### config.mk
export PLATFORM = sky130hd
export DESIGN_NAME = cvrc_front_flat
export DESIGN_NICKNAME = d
export VERILOG_FILES = /design/src/hdl/cvrc_pkg.sv /design/src/hdl/cvrc_req_if.sv /design/src/hdl/cvrc_front.sv /design/src/flat_wrapper.sv
export SDC_FILE = /design/constraint.sdc
export NUM_CORES = 1
export LEC_CHECK = 0
export ABC_CLOCK_PERIOD_IN_PS = 7500
export BUFFER_PORTS_ARGS = -buffer_cell sky130_fd_sc_hd__clkbuf_2
export CORE_ASPECT_RATIO = 1.75
export CORE_UTILIZATION = 40
export CTS_CLUSTER_SIZE = 28
export DETAILED_ROUTE_END_ITERATION = 6
export GPL_TIMING_DRIVEN = 0
export PLACE_DENSITY = 0.59
export SLEW_MARGIN = 40
export SYNTH_ARGS = -nofsm -noshare
export SYNTH_HDL_FRONTEND = slang
export SYNTH_SLANG_ARGS = --single-unit
### constraint.sdc
create_clock -name clock -period 7.5 [get_ports clock]
set_input_delay 1.5 -clock clock [delete_from_list [all_inputs] [get_ports clock]]
set_output_delay 1.5 -clock clock [all_outputs]
set_load 0.03 [all_outputs]
### src/hdl/cvrc_pkg.sv
// shared types, constants and functions of the cell voltage readback checker
package cvrc_pkg;

   localparam int MAX_DEVICES      = 5;
   localparam int CELLS_PER_DEVICE = 12;
   localparam int CELLS_PER_GROUP  = 3;
   localparam int DATA_BYTES       = 6;

   localparam int BYTE_W    = 8;
   localparam int GROUP_W   = 2;
   localparam int DEV_W     = 3;
   localparam int SLOT_W    = 6;
   localparam int VOLT_W    = 16;
   localparam int PEC_W     = 15;
   localparam int POS_W     = 3;
   localparam int CNT_W     = $clog2(CELLS_PER_DEVICE + 1);
   localparam int MASK_W    = MAX_DEVICES * CELLS_PER_DEVICE;
   localparam int CSR_IDX_W = 1;
   localparam int CSR_DATA_W = MASK_W;

   localparam int QUEUE_DEPTH = 4;
   localparam int QUEUE_PTR_W = $clog2(QUEUE_DEPTH);
   localparam int QUEUE_CNT_W = $clog2(QUEUE_DEPTH + 1);

   localparam logic [PEC_W-1:0] PEC_SEED = 15'd16;
   localparam logic [PEC_W-1:0] PEC_POLY = 15'h4599;

   // byte positions inside one device frame
   localparam logic [POS_W-1:0] POS_PEC_HIGH = 3'd6;
   localparam logic [POS_W-1:0] POS_PEC_LOW  = 3'd7;

   // register indexes
   localparam logic [CSR_IDX_W-1:0] REG_DEVICE_COUNT = 1'd0;
   localparam logic [CSR_IDX_W-1:0] REG_CELL_MASK    = 1'd1;

   // result kinds
   localparam logic KIND_CELL  = 1'b0;
   localparam logic KIND_ERROR = 1'b1;

   // one checked frame handed from front to back
   typedef struct packed {
      logic                                  is_error;
      logic [DEV_W-1:0]                      device;
      logic [SLOT_W-1:0]                     base_slot;
      logic [CELLS_PER_GROUP-1:0]            enables;
      logic [CELLS_PER_GROUP-1:0][VOLT_W-1:0] volts;
   } job_type;

   typedef struct packed {
      logic empty;
      logic full;
   } queue_status_type;

   // byte-wise crc15, msb first
   function automatic logic [PEC_W-1:0] pec_update(input logic [PEC_W-1:0] rem_in,
                                                   input logic [BYTE_W-1:0] data);
      logic [PEC_W-1:0] rem;
      logic             fb;
      rem = rem_in;
      for (int b = BYTE_W - 1; b >= 0; b--) begin
         fb  = rem[PEC_W-1] ^ data[b];
         rem = {rem[PEC_W-2:0], 1'b0};
         if (fb) begin
            rem = rem ^ PEC_POLY;
         end
      end
      return rem;
   endfunction

   function automatic logic [CNT_W-1:0] popcount12(input logic [CELLS_PER_DEVICE-1:0] bits);
      logic [CNT_W-1:0] n;
      n = '0;
      for (int i = 0; i < CELLS_PER_DEVICE; i++) begin
         n = n + CNT_W'(bits[i]);
      end
      return n;
   endfunction

   // cells of a device that lie in groups below the given one
   function automatic logic [CELLS_PER_DEVICE-1:0] group_low_mask(input logic [GROUP_W-1:0] grp);
      logic [CELLS_PER_DEVICE-1:0] m;
      case (grp)
         2'd0:    m = 12'h000;
         2'd1:    m = 12'h007;
         2'd2:    m = 12'h03F;
         default: m = 12'h1FF;
      endcase
      return m;
   endfunction

endpackage

### src/hdl/cvrc_req_if.sv
// readback byte channel
interface cvrc_req_if;
   import cvrc_pkg::*;

   logic                valid;
   logic                ready;
   logic [BYTE_W-1:0]   rx_byte;
   logic                start_of_group;
   logic [GROUP_W-1:0]  group_number;

   modport source (output valid, output rx_byte, output start_of_group,
                   output group_number, input ready);
   modport sink   (input valid, input rx_byte, input start_of_group,
                   input group_number, output ready);
endinterface

### src/hdl/cvrc_front.sv
// front end: byte framing, crc check, slot base and configuration registers
module cvrc_front (
   input  logic                                clock,
   input  logic                                reset,
   cvrc_req_if.sink                            req,
   input  logic                                csr_write_enable,
   input  logic [cvrc_pkg::CSR_IDX_W-1:0]      csr_index,
   input  logic [cvrc_pkg::CSR_DATA_W-1:0]     csr_write_data,
   input  cvrc_pkg::queue_status_type          q_status,
   output logic                                q_push,
   output cvrc_pkg::job_type                   q_job
);
   import cvrc_pkg::*;

   logic [DEV_W-1:0]            dev_count_ff;
   logic [CELLS_PER_DEVICE-1:0] mask_chunk_ff [MAX_DEVICES];
   logic [CNT_W-1:0]            chunk_cnt_ff  [MAX_DEVICES];

   logic [POS_W-1:0]   pos_ff, pos_in;
   logic [DEV_W-1:0]   dev_ff, dev_in;
   logic [PEC_W-1:0]   pec_ff, pec_in;
   logic               abandon_ff, abandon_in;
   logic [GROUP_W-1:0] group_ff, group_in;
   logic [BYTE_W-1:0]  frame_ff [DATA_BYTES];
   logic [BYTE_W-1:0]  pec_hi_ff;

   logic               accept;
   logic [POS_W-1:0]   eff_pos;
   logic [DEV_W-1:0]   eff_dev;
   logic [PEC_W-1:0]   eff_pec;
   logic               eff_abandon;
   logic [GROUP_W-1:0] eff_group;
   logic [DEV_W-1:0]   active_devs;
   logic               take_byte;
   logic               frame_end;
   logic               pec_match;
   logic [CELLS_PER_DEVICE-1:0] dev_chunk;
   logic [SLOT_W-1:0]  base_slot;
   logic [CELLS_PER_GROUP-1:0] cell_en;

   assign req.ready = !q_status.full;
   assign accept    = req.valid && req.ready;

   // configuration writes, chunk popcounts kept alongside the mask
   always_ff @(posedge clock) begin
      if (reset) begin
         dev_count_ff <= DEV_W'(1);
         for (int d = 0; d < MAX_DEVICES; d++) begin
            mask_chunk_ff[d] <= '1;
            chunk_cnt_ff[d]  <= CNT_W'(CELLS_PER_DEVICE);
         end
      end else if (csr_write_enable) begin
         unique case (csr_index)
            REG_DEVICE_COUNT: dev_count_ff <= csr_write_data[DEV_W-1:0];
            REG_CELL_MASK: begin
               for (int d = 0; d < MAX_DEVICES; d++) begin
                  mask_chunk_ff[d] <= csr_write_data[d*CELLS_PER_DEVICE +: CELLS_PER_DEVICE];
                  chunk_cnt_ff[d]  <= popcount12(
                     csr_write_data[d*CELLS_PER_DEVICE +: CELLS_PER_DEVICE]);
               end
            end
         endcase
      end
   end

   // device count clamped to 1..MAX_DEVICES
   always_comb begin
      if (dev_count_ff == '0) begin
         active_devs = DEV_W'(1);
      end else if (dev_count_ff > DEV_W'(MAX_DEVICES)) begin
         active_devs = DEV_W'(MAX_DEVICES);
      end else begin
         active_devs = dev_count_ff;
      end
   end

   // state as seen after a start of group
   always_comb begin
      if (req.start_of_group) begin
         eff_pos     = '0;
         eff_dev     = '0;
         eff_pec     = PEC_SEED;
         eff_abandon = 1'b0;
         eff_group   = req.group_number;
      end else begin
         eff_pos     = pos_ff;
         eff_dev     = dev_ff;
         eff_pec     = pec_ff;
         eff_abandon = abandon_ff;
         eff_group   = group_ff;
      end
   end

   assign take_byte = accept && !eff_abandon && (eff_dev < active_devs);
   assign frame_end = take_byte && (eff_pos == POS_PEC_LOW);
   assign pec_match = ({pec_hi_ff, req.rx_byte} == {eff_pec, 1'b0});

   // slot base: enabled cells of lower devices and lower groups
   always_comb begin
      dev_chunk = (eff_dev < DEV_W'(MAX_DEVICES)) ? mask_chunk_ff[eff_dev] : '0;
      base_slot = '0;
      for (int d = 0; d < MAX_DEVICES; d++) begin
         if (DEV_W'(d) < eff_dev) begin
            base_slot = base_slot + SLOT_W'(chunk_cnt_ff[d]);
         end
      end
      base_slot = base_slot + SLOT_W'(popcount12(dev_chunk & group_low_mask(eff_group)));
      cell_en   = CELLS_PER_GROUP'(dev_chunk >> (4'(eff_group) * 4'd3));
   end

   // next framing state
   always_comb begin
      pos_in     = pos_ff;
      dev_in     = dev_ff;
      pec_in     = pec_ff;
      abandon_in = abandon_ff;
      group_in   = group_ff;
      if (accept) begin
         pos_in     = eff_pos;
         dev_in     = eff_dev;
         pec_in     = eff_pec;
         abandon_in = eff_abandon;
         group_in   = eff_group;
      end
      if (take_byte) begin
         if (eff_pos < POS_PEC_HIGH) begin
            pec_in = pec_update(eff_pec, req.rx_byte);
            pos_in = eff_pos + POS_W'(1);
         end else if (eff_pos == POS_PEC_HIGH) begin
            pos_in = POS_PEC_LOW;
         end else begin
            pos_in     = '0;
            pec_in     = PEC_SEED;
            dev_in     = eff_dev + DEV_W'(1);
            abandon_in = !pec_match;
         end
      end
   end

   always_ff @(posedge clock) begin
      if (reset) begin
         pos_ff     <= '0;
         dev_ff     <= '0;
         pec_ff     <= PEC_SEED;
         abandon_ff <= 1'b0;
         group_ff   <= '0;
      end else begin
         pos_ff     <= pos_in;
         dev_ff     <= dev_in;
         pec_ff     <= pec_in;
         abandon_ff <= abandon_in;
         group_ff   <= group_in;
      end
   end

   // frame data bytes and pec high byte
   always_ff @(posedge clock) begin
      if (take_byte && eff_pos < POS_PEC_HIGH) begin
         frame_ff[eff_pos] <= req.rx_byte;
      end
      if (take_byte && eff_pos == POS_PEC_HIGH) begin
         pec_hi_ff <= req.rx_byte;
      end
   end

   // job to the back end: an error, or a good frame with enabled cells
   always_comb begin
      q_job.is_error  = !pec_match;
      q_job.device    = eff_dev;
      q_job.base_slot = base_slot;
      q_job.enables   = cell_en;
      for (int c = 0; c < CELLS_PER_GROUP; c++) begin
         q_job.volts[c] = {frame_ff[2*c+1], frame_ff[2*c]};
      end
      q_push = frame_end && (!pec_match || cell_en != '0);
   end

endmodule

### src/flat_wrapper.sv
// flat-port wrapper written by rule: the top's interface ports become plain ports
module cvrc_front_flat import cvrc_pkg::*;
  (clock, reset, csr_write_enable, csr_index, csr_write_data, q_status, q_push, q_job, req_valid, req_rx_byte, req_start_of_group, req_group_number, req_ready);
  cvrc_req_if req_i ();
  input  logic clock;
  input  logic reset;
  input  logic csr_write_enable;
  input  logic [cvrc_pkg::CSR_IDX_W-1:0] csr_index;
  input  logic [cvrc_pkg::CSR_DATA_W-1:0] csr_write_data;
  input  cvrc_pkg::queue_status_type q_status;
  output logic q_push;
  output cvrc_pkg::job_type q_job;
  input wire logic [$bits(req_i.valid)-1:0] req_valid;
  input wire logic [$bits(req_i.rx_byte)-1:0] req_rx_byte;
  input wire logic [$bits(req_i.start_of_group)-1:0] req_start_of_group;
  input wire logic [$bits(req_i.group_number)-1:0] req_group_number;
  output wire logic [$bits(req_i.ready)-1:0] req_ready;
  assign req_i.valid = req_valid;
  assign req_i.rx_byte = req_rx_byte;
  assign req_i.start_of_group = req_start_of_group;
  assign req_i.group_number = req_group_number;
  assign req_ready = req_i.ready;
  cvrc_front u_core (.clock(clock), .reset(reset), .req(req_i), .csr_write_enable(csr_write_enable), .csr_index(csr_index), .csr_write_data(csr_write_data), .q_status(q_status), .q_push(q_push), .q_job(q_job));
endmodule
==> results of run 1 <==
==> repair_timing <==
action                     4_1_cts  5_1_grt
setup buffers                   12        1
setup endpoints to repair        5        5
pin swaps                       16       28
gates resized for setup         29       22
==> Yosys cell counts (all sizes together) (4+ instances only) <==
cell / count / share of area [%]
ha: 52 / 6.4
xnor2: 64 / 5.7
buf: 27 / 1.7
a22oi: 13 / 0.96
mux2: 11 / 1.2
dfxtp: 27 / 5.3
mux2i: 17 / 1.7
nand2: 80 / 2.9
clkbuf: 17 / 0.62
nor2: 66 / 2.4
edfxtp: 136 / 40
fa: 45 / 8.8
o32ai: 4 / 0.34
or3: 28 / 1.7
a31oi: 5 / 0.31
nor4: 9 / 0.55
nor3: 6 / 0.29
nand3b: 4 / 0.29
a211oi: 6 / 0.49
o21ai: 34 / 1.7
and2: 16 / 0.98
xor2: 18 / 1.5
inv: 108 / 4.0
a21o: 17 / 1.2
nand3: 10 / 0.49
o22ai: 9 / 0.55
a21oi: 38 / 1.9
nor2b: 15 / 0.92
a211o: 6 / 0.51
o211ai: 7 / 0.56
==> path summary, 6_finish.rpt <==
check	depth (start not counted)	from	slack, ns	end
worst min-delay path	2	u_core.group_ff[0]	0.51	u_core.group_ff[0]
worst max register to register	10	u_core.dev_ff[2]	4.54	u_core.frame_ff[2][3]
worst max-delay path	27	req_start_of_group	-0.73	q_job[56]
worst min register to register	2	u_core.group_ff[0]	0.51	u_core.group_ff[0]
==> worst min-delay path, delay by kind of cell, from the launching register on <==
family | cells | cell delay [ns]
flip-flops | 1 | 0.34
AND/OR/NAND/NOR | 1 | 0.06
AO/OA/AOI/OAI | 1 | 0.05
==> state kept, by name, indices dropped and copies added (netlist names) <==
name and cells:
u_core.abandon_ff 1, u_core.chunk_cnt_ff 20, u_core.dev_count_ff 3, u_core.dev_ff 3, u_core.frame_ff 48, u_core.group_ff 2
u_core.mask_chunk_ff 60, u_core.pec_ff 15, u_core.pec_hi_ff 8, u_core.pos_ff 3
==> power by group through the flow <==
stage | sequential (mW) | combinational (mW) | clock [mW]
floorplan | 1.11 | 0.660 | 0
detailed placement | 1.13 | 0.872 | 0
CTS | 1.11 | 0.883 | 0.913
global route | 1.12 | 0.983 | 0.941
global placement | 1.13 | 0.848 | 0
finish | 1.11 | 0.880 | 0.904
==> cells by family after synthesis <==
logic type / share of synthesized area, %
AOI/OAI and AO/OA: 10.95
xor gates and xnor gates: 7.487
adders and majority gates: 15.19
buffers and inverters: 6.274
DFF: 45.29
muxes: 2.916
and+or+nand+nor: 11.89
==> layer usage <==
layer,global-route usage (%),wire length (microns)
met5,0,0
met4,15.05,1746
met3,3.590,1023
met2,44.92,16180
met1,22.23,9852
==> layout make-up <==
cell class                      instances  share of cell area [%]
Inverter                              108                   3.295
Tap cell                              316                   3.194
Sequential cell                       163                   37.36
Multi-Input combinational cell        624                   42.05
Clock buffer                           19                   3.578
Buffer                                 44                   2.022
Timing Repair Buffer                  159                   7.217
Clock inverter                         13                   1.284
==> stage by stage <==
step / instance area [sq um] / util, %
final: 12380 / 49.23
after global placement: 11380 / 45.25
after floorplan: 10290 / -
after CTS: 12290 / 48.87
after global routing: 12380 / 49.23
after detailed placement: 11470 / 45.62
==> cell usage in the layout (no fill, tap or decap), types with 5 or more instances in the layout <==
master	synthesis	routed
o211ai_1	6	6
o21ai_0	27	22
a21oi_1	37	30
mux2_2	10	9
clkbuf_1	17	18
ha_1	52	47
xor2_1	18	18
o22ai_1	9	9
nor4_2	0	5
buf_6	4	6
nand2_1	80	78
xnor2_1	61	58
buf_2	17	20
and2_1	16	14
o21ai_1	6	8
nor3_1	6	5
edfxtp_1	136	136
a22oi_1	13	13
mux2i_1	17	13
clkbuf_16	0	18
xnor2_2	3	6
a31oi_1	5	5
nor2b_1	15	14
nor2_1	66	65
nand3_1	10	10
a211o_1	6	6
inv_2	3	5
clkbuf_2	0	134
fa_1	45	44
inv_6	0	7
buf_4	5	20
or3_1	28	28
a21o_1	17	17
a211oi_1	5	5
a21oi_2	1	7
inv_1	105	102
dfxtp_1	27	27
==> qor.txt, run 1 <==
Status -> complete, but fails checks
Violated checks -> DRC, setup timing
Core Area -> 25,150 sq um
WP data arrival -> 6.73 ns
WL final -> 28.80 mm
Sw Ratio -> 31.78%
Antenna diode instance count -> 0
# hold bufs at CTS -> 0
Syn nets -> 1,114
Max_cap viols -> 0
Final hold vios -> 0
Total Power -> 2.895 mW
CTS root buffer -> clkbuf_16
Clock power share -> 31.2%
Area grow syn2layout -> 21.22%
Async SR Flop Fraction -> 0%
Synth Flop Type -> edfxtp_1
CP bufs+invs -> 6
Syn Inst Count -> 939
Final Skew -> 0.008025 ns
Inserted Clock Buffers -> 17
Vias in the first global route -> 7,855
Max incr delay on CP -> 0.53 ns
Fillers -> 2,314
Antenna-violating nets left -> 0
RSZ-0062 raised after global routing -> true
Slowest CP cell -> fa_1
Comb pwr share -> 30.4%
DRC -> 3
Post-synth EDFFs -> 136
Clock Path Buffers -> 2
Cell Int Power -> 1.975 mW
Post-synth cell types -> 67
Total die area -> 26,200 sq um
Worst-margin pin slew -> 0.8333 ns
Setup ws final -> -0.7272 ns
Initial Util -> 40.61%
GRT overflow -> 0
Crit end category -> output port
Crit-path max FO -> 6
Minimum clock period -> 8.227 ns
Seq cells post-synth -> 163
Pwr dens -> 233.9 nW/um^2
Clk pin slew, worst setup/hold paths -> 0.07 ns
Final nets -> 1,292
Max-slew violations -> 0
Clk_lat worst skew -> 0.45 ns
Pin count of the biggest net entering global routing -> 43
Via count -> 7,561
CTS tree -> yes
CP Data Required Time -> 6.00 ns
H-tree levels -> 4
Top cell by count, worst path -> fa_1
Power share of the sequential group -> 38.4%
NetSw -> 920.0 uW
Mapped cell area -> 10,210 sq um
I/O pins -> 141
Layout cell share with drive strength beyond 1 -> 25.22%
Leakage -> 5.098 nW
Clock sinks -> 163
FMAX -> 0.1215 GHz
Setup TNS -> -1.204 ns
First-pass GRT wire length -> 43.64 mm
Setup slack after placement -> -1.423 ns
CP top delay family -> adder cells
Initial antenna violation count -> 0
DR pass1 iterations -> 7
Min Hold Slack -> 0.5089 ns
Sequential area share after synthesis -> 45.29%
Final setup fails -> 3
Routed wire per std cell -> 19.92 microns
Slew Limit Headroom -> 43.86%
HPWL after detailed placement -> 23.00 mm
Reg area -> 4624 sq um
DRT iter0 DRCs -> 456
Port bufs -> 139
Crit start category -> input port
Total track usage -> 23.29%
Hold crit path type -> register to register
Via/cell ratio -> 5.229
Placed Cells -> 1,401
Die height -> 213.4 microns
Synthesized area per cell -> 10.87 sq um
Final std cells w/o fill -> 1,446
Die width -> 122.8 microns
Num rows -> 77
Syn. warnings -> 0
Gpl congestion -> 0.9384
Crit share post-route -> 109.7%
Critical path class -> input port to output port
VDD IR max -> 0.0001602 V
Area occupied by multi-input gates -> 5205 sq um
No activity file was read; power rests on OpenSTA's default activity.
==> inputs of run 2 (changes only) <==
Settings changed: TNS_END_PERCENT from default to 10.
==> qor.txt, run 2 (synthesis results as in run 1) <==
Crit end category -> output port
H-tree levels -> 4 (unchanged)
Die height -> 213.4 microns (unchanged)
I/O pins -> 141 (unchanged)
Largest Register -> u_core.mask_chunk_ff
Placed inst area -> 11,470 sq um (unchanged)
Core Area -> 25,150 sq um (unchanged)
Antenna diode instance count -> 0 (unchanged)
CTS root buffer -> clkbuf_16
GRT overflow -> 0 (unchanged)
WL final -> 28.80 mm (about the same)
Vias in the first global route -> 7,855 (unchanged)
DRC -> 2 (-1)
Die width -> 122.8 microns (unchanged)
Final nets -> 1,292 (unchanged)
Placed Cells -> 1,401 (unchanged)
Max_cap viols -> 0 (unchanged)
Inserted Clock Buffers -> 17 (unchanged)
Slew Limit Headroom -> 45.58% (+1.7 points)
Clk pin slew, worst setup/hold paths -> 0.07 ns (about the same)
Port bufs -> 139 (unchanged)
Worst-margin pin slew -> 0.8077 ns (-0.02557 ns)
Antenna-violating nets left -> 0 (unchanged)
Total die area -> 26,200 sq um (unchanged)
Area grow syn2layout -> 21.09%
Via/cell ratio -> 5.252 (+0.45%)
Final std cells w/o fill -> 1,446 (unchanged)
Violated checks -> DRC, setup timing
Max reg flops -> 60 (unchanged)
Clock sinks -> 163 (unchanged)
First-pass GRT wire length -> 43.64 mm (unchanged)
Setup slack after placement -> -1.423 ns (unchanged)
Via count -> 7,595 (+0.45%)
DR pass1 iterations -> 7 (unchanged)
Routed wire per std cell -> 19.92 microns (about the same)
Clock Path Buffers -> 2 (unchanged)
Utilization after layout -> 49.17% (-0.055 points)
Minimum clock period -> 8.241 ns (+0.01395 ns)
Leakage -> 5.089 nW (-0.17%)
HPWL after detailed placement -> 23.00 mm (unchanged)
Fillers -> 2,318 (+0.17%)
Layout cell share with drive strength beyond 1 -> 25.04% (-0.18 points)
Crit share post-route -> 109.9% (+0.19 points)
Hold crit path type -> register to register
Commonest non-fill, non-tap cells in the layout -> 136 x edfxtp_1, 133 x clkbuf_2, 102 x inv_1
Top Registers -> u_core.mask_chunk_ff: 60 flops, u_core.frame_ff: 48 flops, u_core.chunk_cnt_ff: 20 flops
Final instance area -> 12,360 sq um (-0.11%)
Status -> complete, but fails checks
WP data arrival -> 6.74 ns (about the same)
Initial antenna violation count -> 0 (unchanged)
Final hold vios -> 0 (unchanged)
Gpl congestion -> 0.9384 (unchanged)
Num rows -> 77 (unchanged)
Clk_lat worst skew -> 0.45 ns (about the same)
Setup ws final -> -0.7411 ns (-0.01395 ns)
Critical path class -> input port to output port
VDD IR max -> 0.0001599 V (-0.17%)
FMAX -> 0.1213 GHz (-0.17%)
Initial Util -> 40.61% (unchanged)
Setup TNS -> -1.214 ns (-0.01024 ns)
Commonest non-fill, non-tap cell in the layout -> edfxtp_1
Crit-path max FO -> 11 (+5)
CP Data Required Time -> 6.00 ns (about the same)
Pin count of the biggest net entering global routing -> 43 (unchanged)
Pwr dens -> 234.0 nW/um^2 (about the same)
Max-slew violations -> 0 (unchanged)
CTS tree -> yes
RSZ-0062 raised after global routing -> true
Total track usage -> 23.29% (unchanged)
DRT iter0 DRCs -> 459 (+0.66%)
Final setup fails -> 3 (unchanged)
Crit start category -> input port
Final Skew -> 0.008443 ns (+0.0004179 ns)
## run 2: cell count changes in the layout (fill, tap and decap cells not counted)
| cell | previous run | this run |
|---|---|---|
| clkbuf_2 | 134 | 133 |
| xnor2_2 | 6 | 5 |
| buf_4 | 20 | 21 |
| fa_2 | 1 | 0 |
| buf_2 | 20 | 21 |
| buf_6 | 6 | 5 |
| xnor2_1 | 58 | 59 |
| fa_1 | 44 | 45 |
## run 2: repair_timing
item / 4_1_cts / 5_1_grt
hold buffers: 0 / 0
gates cloned: 0 / 0
endpoints found under the setup margin: 5 / 5
pin swaps: 16 / 26
resized for setup: 29 / 20
setup buffers: 12 / 1
## run 2: through the flow
| stage | power [mW] | hold slack, ns |
|---|---|---|
| after floorplan | 1.772 | 0.4510 |
| after global placement | 1.978 | 0.4797 |
| after detailed placement | 2.001 | 0.4900 |
| after CTS | 2.905 | 0.5087 |
| after global routing | 3.039 | 0.5404 |
| final | 2.893 | 0.5084 |
## run 2: path summary, 6_finish.rpt
check | slack [ns] | cells after the start | from | to
min | 0.51 | 2 | u_core.group_ff[0] | u_core.group_ff[0]
max | -0.74 | 24 | req_start_of_group | q_job[56]
min reg2reg | 0.51 | 2 | u_core.group_ff[0] | u_core.group_ff[0]
max reg2reg | 4.54 | 10 | u_core.dev_ff[2] | u_core.frame_ff[2][3]
## run 2: report_power, final
part | internal (mW) | switching, mW
sequential | 1.06 | 0.0531
combinational | 0.404 | 0.474
clock | 0.512 | 0.392
total | 1.97 | 0.919
## run 2: area by class of cell
class,instances,area (sq um),share of cell area [%]
well taps,316,395.4,3.198
plain buffers,44,250.2,2.024
clock buffers,19,442.9,3.582
inverters,108,407.9,3.299
flip-flops and latches,163,4624,37.40
clock inverters,13,158.9,1.285
repair buffers,159,889.6,7.195
multi-input cells,624,5195,42.02
## run 2: worst max-delay path: stages
cell	delay, ns
clkbuf_16	0.14
inv_4	0.14
nand2_4	0.14
inv_1	0.11
buf_4	0.22
nand2_1	0.14
o211ai_1	0.15
nor2_1	0.11
fa_1	0.52
inv_1	0.05
fa_1	0.50
inv_1	0.05
fa_1	0.44
ha_2	0.22
fa_1	0.60
ha_1	0.25
a21o_1	0.21
a21oi_4	0.20
o21bai_1	0.11
and4_1	0.19
a221oi_2	0.17
mux2i_1	0.14
xnor2_2	0.21
clkbuf_8	0.20
## run 2: routing by layer
layer | global-route usage, % | vias up | part of all wire, %
met2 | 44.92 | 242 | 56
li1 | - | 3609 | -
met5 | 0 | - | 0
met1 | 22.23 | 3661 | 34
met3 | 3.590 | 83 | 3.8
met4 | 15.05 | 0 | 6.1
